<file path="config.mk">
export PLATFORM = sky130hd
export DESIGN_NAME = date_string_field_parser
export DESIGN_NICKNAME = d
export VERILOG_FILES = /design/src/dsfp_pkg.sv /design/src/dsfp_step.sv /design/src/date_string_field_parser.sv
export SDC_FILE = /design/constraint.sdc
export NUM_CORES = 1
export LEC_CHECK = 0
export BUFFER_PORTS_ARGS = -buffer_cell sky130_fd_sc_hd__buf_4
export CAP_MARGIN = 20
export CELL_PAD_IN_SITES_DETAIL_PLACEMENT = 1
export CELL_PAD_IN_SITES_GLOBAL_PLACEMENT = 1
export CORE_MARGIN = 1
export CORE_UTILIZATION = 35
export CTS_BUF_LIST = sky130_fd_sc_hd__clkbuf_4
export DETAILED_ROUTE_END_ITERATION = 6
export HOLD_SLACK_MARGIN = 0.08
export PLACE_DENSITY = 0.72
export SYNTH_ARGS = -nofsm -noshare
export SYNTH_HDL_FRONTEND = slang
export SYNTH_SLANG_ARGS = --single-unit
</file>
<file path="constraint.sdc">
create_clock -name aclk -period 28.2 [get_ports aclk]
set_input_delay 8.46 -clock aclk [delete_from_list [all_inputs] [get_ports aclk]]
set_output_delay 8.46 -clock aclk [all_outputs]
set_load 0.02 [all_outputs]
</file>
<file path="src/dsfp_pkg.sv">
// Shared types, codes and character helpers for the date string field parser.
// Depends on nothing; the step, top level and testbench import it.

package dsfp_pkg;

    localparam int DSFP_MAX_SEGMENTS = 8;
    localparam int LOOKAHEAD         = 4;
    localparam int CFG_W             = 24;
    localparam int FIELD_W           = 14;
    localparam int SMALL_W           = 7;
    localparam int NUM_FIELDS        = 6;

    // Configuration register indexes.
    localparam logic [1:0] REG_SEPARATORS = 2'd0;
    localparam logic [1:0] REG_FIELDS     = 2'd1;
    localparam logic [1:0] REG_COUNT      = 2'd2;

    // Separator codes.
    localparam logic [2:0] SEP_SPACE = 3'd0;
    localparam logic [2:0] SEP_SLASH = 3'd1;
    localparam logic [2:0] SEP_DASH  = 3'd2;
    localparam logic [2:0] SEP_DOT   = 3'd3;
    localparam logic [2:0] SEP_COLON = 3'd4;

    // Field codes.
    localparam logic [2:0] FLD_NONE   = 3'd0;
    localparam logic [2:0] FLD_DAY    = 3'd1;
    localparam logic [2:0] FLD_MONTH  = 3'd2;
    localparam logic [2:0] FLD_YEAR   = 3'd3;
    localparam logic [2:0] FLD_HOUR   = 3'd4;
    localparam logic [2:0] FLD_MINUTE = 3'd5;
    localparam logic [2:0] FLD_SECOND = 3'd6;

    localparam logic [7:0] CH_SPACE = 8'h20;
    localparam logic [7:0] CH_SLASH = 8'h2F;
    localparam logic [7:0] CH_DASH  = 8'h2D;
    localparam logic [7:0] CH_DOT   = 8'h2E;
    localparam logic [7:0] CH_COLON = 8'h3A;
    localparam logic [7:0] CH_ZERO  = 8'h30;
    localparam logic [7:0] CH_NINE  = 8'h39;

    typedef enum logic [1:0] {
        ST_OK            = 2'd0,
        ST_SEP_MISMATCH  = 2'd1,
        ST_EMPTY_NUMBER  = 2'd2,
        ST_FMT_EXHAUSTED = 2'd3
    } status_t;

    typedef struct packed {
        logic    skip;
        logic    stopped;
        status_t status;
    } dsfp_flags_t;

    typedef logic [NUM_FIELDS-1:0][FIELD_W-1:0] record_t;

    function automatic logic is_sep(input logic [7:0] c);
        return (c == CH_SPACE) || (c == CH_SLASH) || (c == CH_DASH) ||
               (c == CH_DOT) || (c == CH_COLON);
    endfunction

    function automatic logic is_digit(input logic [7:0] c);
        return (c >= CH_ZERO) && (c <= CH_NINE);
    endfunction

    // Returns {usable, character}; codes above colon match nothing.
    function automatic logic [8:0] sep_char(input logic [2:0] code);
        logic [8:0] r;
        unique case (code)
            SEP_SPACE: r = {1'b1, CH_SPACE};
            SEP_SLASH: r = {1'b1, CH_SLASH};
            SEP_DASH:  r = {1'b1, CH_DASH};
            SEP_DOT:   r = {1'b1, CH_DOT};
            SEP_COLON: r = {1'b1, CH_COLON};
            default:   r = 9'd0;
        endcase
        return r;
    endfunction

endpackage

</file>
<file path="src/dsfp_step.sv">
// One character decision of the parser: separator match, segment advance and
// number capture from the following characters. Depends on dsfp_pkg.

module dsfp_step
    import dsfp_pkg::*;
#(
    parameter int MAX_SEGMENTS = DSFP_MAX_SEGMENTS,
    localparam int IDX_W = $clog2(MAX_SEGMENTS + 1)
) (
    input  logic                              en,
    input  logic [7:0]                        cur_char,
    input  logic [LOOKAHEAD-1:0][7:0]         la_char,
    input  logic [LOOKAHEAD-1:0]              la_ok,
    input  logic [IDX_W-1:0]                  seg_limit,
    input  logic [CFG_W-1:0]                  seps,
    input  logic [CFG_W-1:0]                  flds,
    input  logic [IDX_W-1:0]                  idx_in,
    input  dsfp_flags_t                       flags_in,
    input  record_t                           rec_in,
    output logic [IDX_W-1:0]                  idx_out,
    output dsfp_flags_t                       flags_out,
    output record_t                           rec_out
);

    logic [4:0]         idx_ext;
    logic [2:0]         sep_code;
    logic [2:0]         fld_code;
    logic [8:0]         sep_info;
    logic [FIELD_W-1:0] val;
    logic               got;
    logic [2:0]         span;

    // Segments beyond the eighth read as space with no field.
    always_comb begin
        idx_ext = 5'(idx_in);
        if (idx_ext < 5'd8) begin
            sep_code = seps[{1'b0, idx_ext[2:0], 1'b0} + {2'b0, idx_ext[2:0]} +: 3];
            fld_code = flds[{1'b0, idx_ext[2:0], 1'b0} + {2'b0, idx_ext[2:0]} +: 3];
        end else begin
            sep_code = SEP_SPACE;
            fld_code = FLD_NONE;
        end
        sep_info = (idx_in == '0) ? {1'b1, CH_SPACE} : sep_char(sep_code);
    end

    always_comb begin
        span = (fld_code == FLD_YEAR) ? 3'd4 : 3'd2;
        val  = '0;
        got  = 1'b0;
        for (int i = 0; i < LOOKAHEAD; i++) begin
            if ((3'(i) < span) && la_ok[i] && is_digit(la_char[i])) begin
                val = FIELD_W'(val * FIELD_W'(10)) + FIELD_W'(la_char[i] - CH_ZERO);
                got = 1'b1;
            end
        end
    end

    always_comb begin
        idx_out   = idx_in;
        flags_out = flags_in;
        rec_out   = rec_in;
        if (en) begin
            if (flags_in.skip) begin
                flags_out.skip = 1'b0;
            end else if (!flags_in.stopped && is_sep(cur_char)) begin
                if (idx_in >= seg_limit) begin
                    flags_out.stopped = 1'b1;
                    flags_out.status  = ST_FMT_EXHAUSTED;
                end else if (!sep_info[8] || (sep_info[7:0] != cur_char)) begin
                    flags_out.stopped = 1'b1;
                    flags_out.status  = ST_SEP_MISMATCH;
                end else begin
                    idx_out        = idx_in + IDX_W'(1);
                    flags_out.skip = 1'b1;
                    if ((fld_code >= FLD_DAY) && (fld_code <= FLD_SECOND)) begin
                        if (!got) begin
                            flags_out.stopped = 1'b1;
                            flags_out.status  = ST_EMPTY_NUMBER;
                        end else begin
                            rec_out[fld_code - FLD_DAY] = val;
                        end
                    end
                end
            end
        end
    end

endmodule

</file>
<file path="src/date_string_field_parser.sv">
// The result beat is registered in the cycle after the tlast beat is accepted.
// One character beat per cycle, but a tlast beat waits while a result is held;
// the four-character window is decided in full in the cycle of the tlast beat.
// Reset (aresetn low, synchronous) clears the window, parse state and the
// result valid, and sets the format to one space segment with no field.
// Top level of the date string field parser; depends on dsfp_pkg, dsfp_step.

module date_string_field_parser
    import dsfp_pkg::*;
#(
    parameter int MAX_SEGMENTS = DSFP_MAX_SEGMENTS
) (
    input  logic        aclk,
    input  logic        aresetn,
    input  logic        cfg_wr_en,
    input  logic [1:0]  cfg_index,
    input  logic [23:0] cfg_data,
    input  logic        s_tvalid,
    output logic        s_tready,
    input  logic [7:0]  s_tdata,   // text_char
    input  logic        s_tlast,   // last_char
    output logic        m_tvalid,
    input  logic        m_tready,
    // day_value[6:0], month_value[13:7], year_value[27:14], hour_value[34:28],
    // minute_value[41:35], second_value[48:42], parse_status[50:49], zero fill
    output logic [55:0] m_tdata
);

    localparam int IDX_W = $clog2(MAX_SEGMENTS + 1);
    localparam int BUF_N = LOOKAHEAD + 1;

    logic [CFG_W-1:0] seps_reg, flds_reg;
    logic [3:0]       count_reg;

    logic [LOOKAHEAD-1:0][7:0] win_reg;
    logic [2:0]                cnt_reg;
    logic                      started_reg;
    logic [IDX_W-1:0]          idx_reg;
    dsfp_flags_t               flags_reg;
    record_t                   rec_reg;

    logic                      m_tvalid_reg;
    logic [55:0]               m_tdata_reg;

    logic [BUF_N-1:0][7:0]     buf_c;
    logic [2:0]                n_c;
    logic [IDX_W-1:0]          seg_limit;
    logic                      s_accept;

    logic [IDX_W-1:0]          idx_c   [BUF_N+1];
    dsfp_flags_t               flags_c [BUF_N+1];
    record_t                   rec_c   [BUF_N+1];

    // A tlast beat needs the output register; other beats never do.
    assign s_tready = !m_tvalid_reg || m_tready || !s_tlast;
    assign s_accept = s_tvalid && s_tready;
    assign m_tvalid = m_tvalid_reg;
    assign m_tdata  = m_tdata_reg;

    always_comb begin
        if ({1'b0, count_reg} > 5'(MAX_SEGMENTS)) begin
            seg_limit = IDX_W'(MAX_SEGMENTS);
        end else begin
            seg_limit = IDX_W'(count_reg);
        end
    end

    // The first beat of a text is preceded by an implied space.
    always_comb begin
        buf_c = '0;
        if (!started_reg) begin
            buf_c[0] = CH_SPACE;
            buf_c[1] = s_tdata;
            n_c      = 3'd2;
        end else begin
            for (int j = 0; j < LOOKAHEAD; j++) begin
                if (3'(j) < cnt_reg) begin
                    buf_c[j] = win_reg[j];
                end
            end
            buf_c[cnt_reg] = s_tdata;
            n_c = cnt_reg + 3'd1;
        end
    end

    assign idx_c[0]   = idx_reg;
    assign flags_c[0] = flags_reg;
    assign rec_c[0]   = rec_reg;

    for (genvar k = 0; k < BUF_N; k++) begin : g_pos
        logic                      en;
        logic [LOOKAHEAD-1:0][7:0] la_char;
        logic [LOOKAHEAD-1:0]      la_ok;

        always_comb begin
            en = s_tlast ? (3'(k) < n_c) : ((k == 0) && (n_c == 3'(BUF_N)));
            la_char = '0;
            la_ok   = '0;
            for (int i = 0; i < LOOKAHEAD; i++) begin
                if (k + 1 + i < BUF_N) begin
                    la_char[i] = buf_c[k + 1 + i];
                    la_ok[i]   = 3'(k + 1 + i) < n_c;
                end
            end
        end

        dsfp_step #(
            .MAX_SEGMENTS(MAX_SEGMENTS)
        ) u_step (
            .en        (en),
            .cur_char  (buf_c[k]),
            .la_char   (la_char),
            .la_ok     (la_ok),
            .seg_limit (seg_limit),
            .seps      (seps_reg),
            .flds      (flds_reg),
            .idx_in    (idx_c[k]),
            .flags_in  (flags_c[k]),
            .rec_in    (rec_c[k]),
            .idx_out   (idx_c[k+1]),
            .flags_out (flags_c[k+1]),
            .rec_out   (rec_c[k+1])
        );
    end

    always_ff @(posedge aclk) begin
        if (!aresetn) begin
            seps_reg  <= '0;
            flds_reg  <= '0;
            count_reg <= 4'd1;
        end else if (cfg_wr_en) begin
            unique case (cfg_index)
                REG_SEPARATORS: seps_reg  <= cfg_data;
                REG_FIELDS:     flds_reg  <= cfg_data;
                REG_COUNT:      count_reg <= cfg_data[3:0];
                default:        ;
            endcase
        end
    end

    always_ff @(posedge aclk) begin
        if (!aresetn) begin
            win_reg     <= '0;
            cnt_reg     <= '0;
            started_reg <= 1'b0;
            idx_reg     <= '0;
            flags_reg   <= '0;
            rec_reg     <= '0;
        end else if (s_accept) begin
            if (s_tlast) begin
                win_reg     <= '0;
                cnt_reg     <= '0;
                started_reg <= 1'b0;
                idx_reg     <= '0;
                flags_reg   <= '0;
                rec_reg     <= '0;
            end else begin
                started_reg <= 1'b1;
                idx_reg     <= idx_c[BUF_N];
                flags_reg   <= flags_c[BUF_N];
                rec_reg     <= rec_c[BUF_N];
                if (n_c == 3'(BUF_N)) begin
                    win_reg <= buf_c[BUF_N-1:1];
                    cnt_reg <= 3'(LOOKAHEAD);
                end else begin
                    win_reg <= buf_c[LOOKAHEAD-1:0];
                    cnt_reg <= n_c;
                end
            end
        end
    end

    always_ff @(posedge aclk) begin
        if (!aresetn) begin
            m_tvalid_reg <= 1'b0;
        end else if (s_accept && s_tlast) begin
            m_tvalid_reg <= 1'b1;
        end else if (m_tready) begin
            m_tvalid_reg <= 1'b0;
        end
    end

    always_ff @(posedge aclk) begin
        if (s_accept && s_tlast) begin
            m_tdata_reg <= {5'd0,
                            flags_c[BUF_N].status,
                            rec_c[BUF_N][5][SMALL_W-1:0],
                            rec_c[BUF_N][4][SMALL_W-1:0],
                            rec_c[BUF_N][3][SMALL_W-1:0],
                            rec_c[BUF_N][2],
                            rec_c[BUF_N][1][SMALL_W-1:0],
                            rec_c[BUF_N][0][SMALL_W-1:0]};
        end
    end

endmodule

</file>
==> Word level (Yosys, flattened, before mapping) <==
Cells that the tools add are included.
{ "word_totals": {"register_bits": 232, "latchBits": 0, "ram_bits": 0, "romBits": 0, "input_bits": 40, "out_inout_bits": 58, "n_memories": 0} }
{ "op_classes": {"n_addsub": 25, "mul": 6, "div_mod_pow": 0, "magnitude_cmp": 58, "n_eq_ne": 57, "shift": 10, "mux": 188, "n_bitwise": 0, "reduce_logical": 95} }
{ "ops": {"columns": ["cell", "count"], "rows": [
  ["$mux 84", 29],
  ["$bwmux 84", 4],
  ["$shiftx 24x6->3", 10],
  ["$pmux 9 s5", 5],
  ["$eq 8x6->1 const B", 25],
  ["$mux 14", 14],
  ["$demux 14 s3", 4],
  ["$mux 4", 38],
  ["$mux 3", 41],
  ["$add 14x14->14", 6],
  ["$mul 14x3->13 const B", 6],
  ["$mux 8", 9],
  ["$mux 32", 2],
  ["$mux 9", 5],
  ["$eq 3x2->1 const B", 14],
  ["$logic_and 1x1->1", 41],
  ["$bwmux 40", 1],
  ["$ne 8x8->1", 5],
  ["$sub 8x6->9 const B", 4],
  ["$lt 1x3->1 const A", 11],
  ["$mux 1", 33],
  ["$ge 8x6->1 const B", 4],
  ["$le 8x6->1 const B", 4],
  ["$ge 3x1->1 const B", 10],
  ["other kinds (25)", 114]
]} }

==> Longest topological paths before layout <==
{ "depth": {"depth_word": 68, "mapped_depth": 96, "ltp_nobuf": 73} }

==> Cells and area by module <==
Synthesis repeated with hierarchy kept, for this count alone.
{ "unflattened": {"cells_unflattened": 4972, "hier_area_um2": 43711.9} }
{ "modules_own_cells": {"columns": ["module", "instances", "cells_each", "area_each_um2"], "rows": [
  ["date_string_field_parser", 1, 985, 9208.8],
  ["dsfp_step (g_pos[1].u_step)", 1, 817, 7088.0],
  ["dsfp_step (g_pos[3].u_step)", 1, 795, 6926.6],
  ["dsfp_step (g_pos[4].u_step)", 1, 811, 6891.6],
  ["dsfp_step (g_pos[0].u_step)", 1, 779, 6857.8],
  ["dsfp_step (g_pos[2].u_step)", 1, 785, 6739.0]
]} }

==> Least setup slack after synthesis <==
No wires, ideal clock.
{ "synth_path": {"path_kind": "in2reg", "startpoint": "input port s_tdata[1]", "endpoint": "register m_tdata_reg[49] (netlist: m_tdata[49]) (data pin)", "setup_ps": 257, "arrival_time_ps": 27040, "t_required_ps": 27943, "setup_slack_ps": 903, "stages": 77, "path_buffers": 22, "cell_sequence": "clkbuf_1 > a22o_1 > or3_1 > a211oi_1 > o211a_1 > and2_1 > buf_2 > a21oi_4 > nor2_4 > buf_1 > clkbuf_1 > ha_1 > clkbuf_1 > clkbuf_1 > clkbuf_1 > nor2_1 > a21oi_1 > o21ai_1 > (+41 left out) > or4_1 > buf_4 > nor2_8 > buf_4 > mux2i_1 > inv_1 > fa_1 > clkbuf_1 > clkbuf_1 > o21ai_0 > o221ai_1 > a211oi_2 > a21oi_1 > nor3_1 > a2111oi_0 > and3_1 > nand4_1 > o2bb2ai_1"} }
{ "synth_rtl": {"columns": ["element", "line_no", "rtl"], "rows": [
  ["start: declaration", "date_string_field_parser.sv:20", "input logic [7:0] s_tdata,"],
  ["end signal: assignment", "date_string_field_parser.sv:185", "m_tdata_reg <= {5'd0,"],
  ["end: declaration", "date_string_field_parser.sv:43", "logic [55:0] m_tdata_reg;"]
]} }

==> run metrics <==
port bufs=a little over 90; logic gate share of total power=43.8%; synthesized area=27300 um2; hold_buf cts=0; worst reg-to-reg path cell count=71; DR pass1 iterations=7; Total GRT Usage=between 20% and 30%; setup TNS=0 ps; Worst Tran Pin Value=roughly 1200 ps; Post-DP Area=29000 um2; DRC=0; CTS Buffer Depth=2; Synth cell types=105; clk_skew=roughly 36 ps; via count=~28000; DRT Wirelength=approximately 110000 um; antenna violations before repair=8; Final #Nets=3798; number of global-route vias before repair=28200; Fmax=about 0.037 GHz; worst min path class=flip-flop to flip-flop; part of the power in registers=35.4%; I/O Pins=98; DRT antenna net count=0; endpoints failing hold=0; # fillers=9633; Synth top area share=10.7%; Mean Syn Cell Area=approximately 7.7 um2; Final Slew Violations=0; CP most frequent cell=a21oi_1; full die area=79200 um2; Crit. End Element=flip-flop; Seq/Total Area, Yosys=16.3%; FF+latch area=roughly 4500 um2; worst-path fanout max=37; Sink Count=197; Area Overhead vs Synth=7.31%; CP max stage delay=880 ps; worst reg2reg path startpoint=idx_reg[0]$_SDFFE_PN0P_; die width=282 um; grt ovf=0; Synth async-reset ratio=0%; Psw=392 uW; outcome=finished clean; number of flip-flops under the largest register name=51; Max-cap violations=0; slowest cell on the critical path=fa_1; Period minus WS final=around 27000 ps; Die Height=282 um; fin area=29300 um2; layout cells sized above 1=roughly an eighth; warnings from Yosys=0; Lkg Pwr=11.6 nW; Worst R2R End=m_tdata[50]$_DFFE_PP_; root buffer cell=clkbuf_4; CTS clock-pin slew for the worst setup and hold paths=200 ps; Synth Flop Type=dfxtp_1; Worst Setup Path Type=primary input to flip-flop; first-pass GRT wire length=173000 um; DP HPWL=between 80000 and 90000 um; Internal Power=between 400 and 500 uW; Placed Cells incl. Taps=4527; Slew HR=21.3%; number of enable flip-flop cells after synthesis=51; Switching Share=44.9%; Avg WL per Cell=24.9 um; Setup crit start=s_tdata[4]; CP arrival=27300 ps; Synth area leader=dfxtp_1; Final period util=94.9%; worst slack, placed=240 ps; largest net degree at the start of global routing=between 100 and 150; Worst VDD drop=~0.027 mV; top cells by area, synth=dfxtp_1 11%, ha_1 11%, nand2_1 6.7%, mux4_2 6.1%, edfxtp_1 5.6%; TritonCTS clock tree=yes; reg2reg setup slack=6230 ps; PwrDens=29.7 nW/um2; Core Region=a little under 80000 um2; cts bufs inserted=17; Iter 0 DRT Violations=2493; Cell Count, Final, Fillers Out=between 4000 and 5000; later-pin clock latency in the skew report=780 ps; Final WS setup=1440 ps; row cnt=102; CP endpoint=m_tdata[50]$_DFFE_PP_; Yosys reg bits=197; setup violators final=0; Req. time, crit path=28750 ps; GPL Wtd Cong=0.960; Critical Path Start Type=primary input; RSZ-0062 raised after global routing=no; Vias/cell=6.23; fin util=a little under two fifths; Post-Synthesis Cells=3574; Starting Density=35.4%; clock network power share=20.8%; H-tree depth=4; multi-input logic area=about 21000 um2
metrics by stage:
step,power (mW),hold slack (ps)
finish,0.872,536
global route,0.913,535
CTS,0.866,524
detailed placement,0.685,493
global placement,0.680,493
floorplan,0.581,435
cell usage after synthesis, drive strengths merged, types with 13 or more instances:
| cell type | count |
|---|---|
| nand2 | 487 |
| o21ai | 255 |
| a21oi | 243 |
| ha | 230 |
| nor2 | 229 |
| clkbuf | 204 |
| inv | 174 |
| dfxtp | 146 |
| mux2i | 123 |
| xnor2 | 120 |
| nor2b | 111 |
| a22oi | 98 |
| mux2 | 88 |
| mux4 | 74 |
| nor3 | 74 |
| buf | 69 |
| nand3 | 65 |
| a21o | 56 |
| a21boi | 55 |
| o21bai | 55 |
| edfxtp | 51 |
| o22ai | 48 |
| a211oi | 41 |
| and2 | 39 |
| nand2b | 38 |
| o211ai | 32 |
| xor2 | 29 |
| and3 | 22 |
| a31oi | 21 |
| nand4 | 18 |
| a22o | 16 |
| fa | 16 |
| a2111oi | 14 |
| a211o | 13 |
| a221oi | 13 |
| a32oi | 13 |
| nor4 | 13 |
| o2111ai | 13 |
cell type report:
class	instances	area share [%]
Sequential cell	197	15.2
Clock inverter	15	0.644
Antenna cell	4	0.0341
Clock buffer	17	0.435
Inverter	182	2.35
Multi-Input combinational cell	2927	72.1
Timing Repair Buffer	187	4.78
Tap cell	1040	4.43
repair_timing:
| action | 4_1_cts | 5_1_grt |
|---|---|---|
| setup buffers | 0 | 5 |
| gates resized for setup | 0 | 1 |
| endpoints found under the setup margin | 0 | 5 |
| endpoints found under the hold margin | 0 | 0 |
critical path: cells and delay by family:
family / cells / cell delay [ps]
AO/OA/AOI/OAI: 25 / 5770
AND/OR/NAND/NOR: 21 / 5710
adder cells (fa/ha/maj): 7 / 3490
buffers and inverters: 9 / 2270
multiplexers: 4 / 1370
XOR/XNOR: 1 / 150
cells by family (layout without fill, tap and decap cells):
group,Yosys count,count (layout),share of synthesized area (%)
other,1,9,0.0137
buffers and inverters,455,401,6.66
xor gates and xnor gates,153,153,5.13
and+or+nand+nor,1156,1157,19.9
adders and majority gates,246,246,11.7
DFF,197,197,16.3
AOI/OAI and AO/OA,1081,1081,26.1
muxes,285,285,14.2
power by group through the flow:
stage,registers [mW],logic (mW),clock network [mW]
floorplan,0.309,0.272,0
global placement,0.314,0.367,0
detailed placement,0.314,0.371,0
CTS,0.308,0.372,0.186
global route,0.309,0.410,0.194
finish,0.309,0.382,0.182
layer usage:
| layer | global-route usage [%] | vias up | share of wire, % |
|---|---|---|---|
| li1 | - | 12900 | - |
| met1 | 38.0 | 14100 | 43 |
| met2 | 44.6 | 1226 | 44 |
| met3 | 4.64 | 247 | 8.1 |
| met4 | 12.0 | 2 | 4.2 |
| met5 | 0 | - | 0.012 |
worst min path at each step:
| stage | startpoint | endpoint | depth (start not counted) |
|---|---|---|---|
| 2_1_floorplan | flags_c[21]$_SDFFE_PN0P_ | flags_c[21]$_SDFFE_PN0P_ | 2 |
| 3_3_place_gp | flags_c[21]$_SDFFE_PN0P_ | flags_c[21]$_SDFFE_PN0P_ | 2 |
| 3_5_place_dp | flags_c[21]$_SDFFE_PN0P_ | flags_c[21]$_SDFFE_PN0P_ | 2 |
| 4_1_cts | flags_c[21]$_SDFFE_PN0P_ | flags_c[21]$_SDFFE_PN0P_ | 2 |
| 5_1_grt | flags_c[21]$_SDFFE_PN0P_ | flags_c[21]$_SDFFE_PN0P_ | 2 |
| 6_report | flags_c[21]$_SDFFE_PN0P_ | flags_c[21]$_SDFFE_PN0P_ | 2 |
layout by cell type, fill, tap and decap left out, drive strengths merged, types with 14 or more instances in the layout:
| master | count |
|---|---|
| o21ai | 255 |
| nand3 | 65 |
| xor2 | 29 |
| mux2 | 88 |
| clkinv | 14 |
| o22ai | 48 |
| mux4 | 74 |
| nand4 | 18 |
| o21bai | 55 |
| and3 | 22 |
| ha | 230 |
| a21boi | 55 |
| a21o | 56 |
| buf | 187 |
| a211oi | 41 |
| a22oi | 98 |
| a21oi | 243 |
| edfxtp | 51 |
| inv | 183 |
| fa | 16 |
| clkbuf | 17 |
| mux2i | 123 |
| nor2 | 230 |
| xnor2 | 120 |
| nor3 | 74 |
| nand2b | 38 |
| o211ai | 32 |
| nand2 | 487 |
| dfxtp | 146 |
| a2111oi | 14 |
| and2 | 39 |
| a22o | 16 |
| nor2b | 111 |
| a31oi | 21 |
Power figures use the tool's default switching activity.
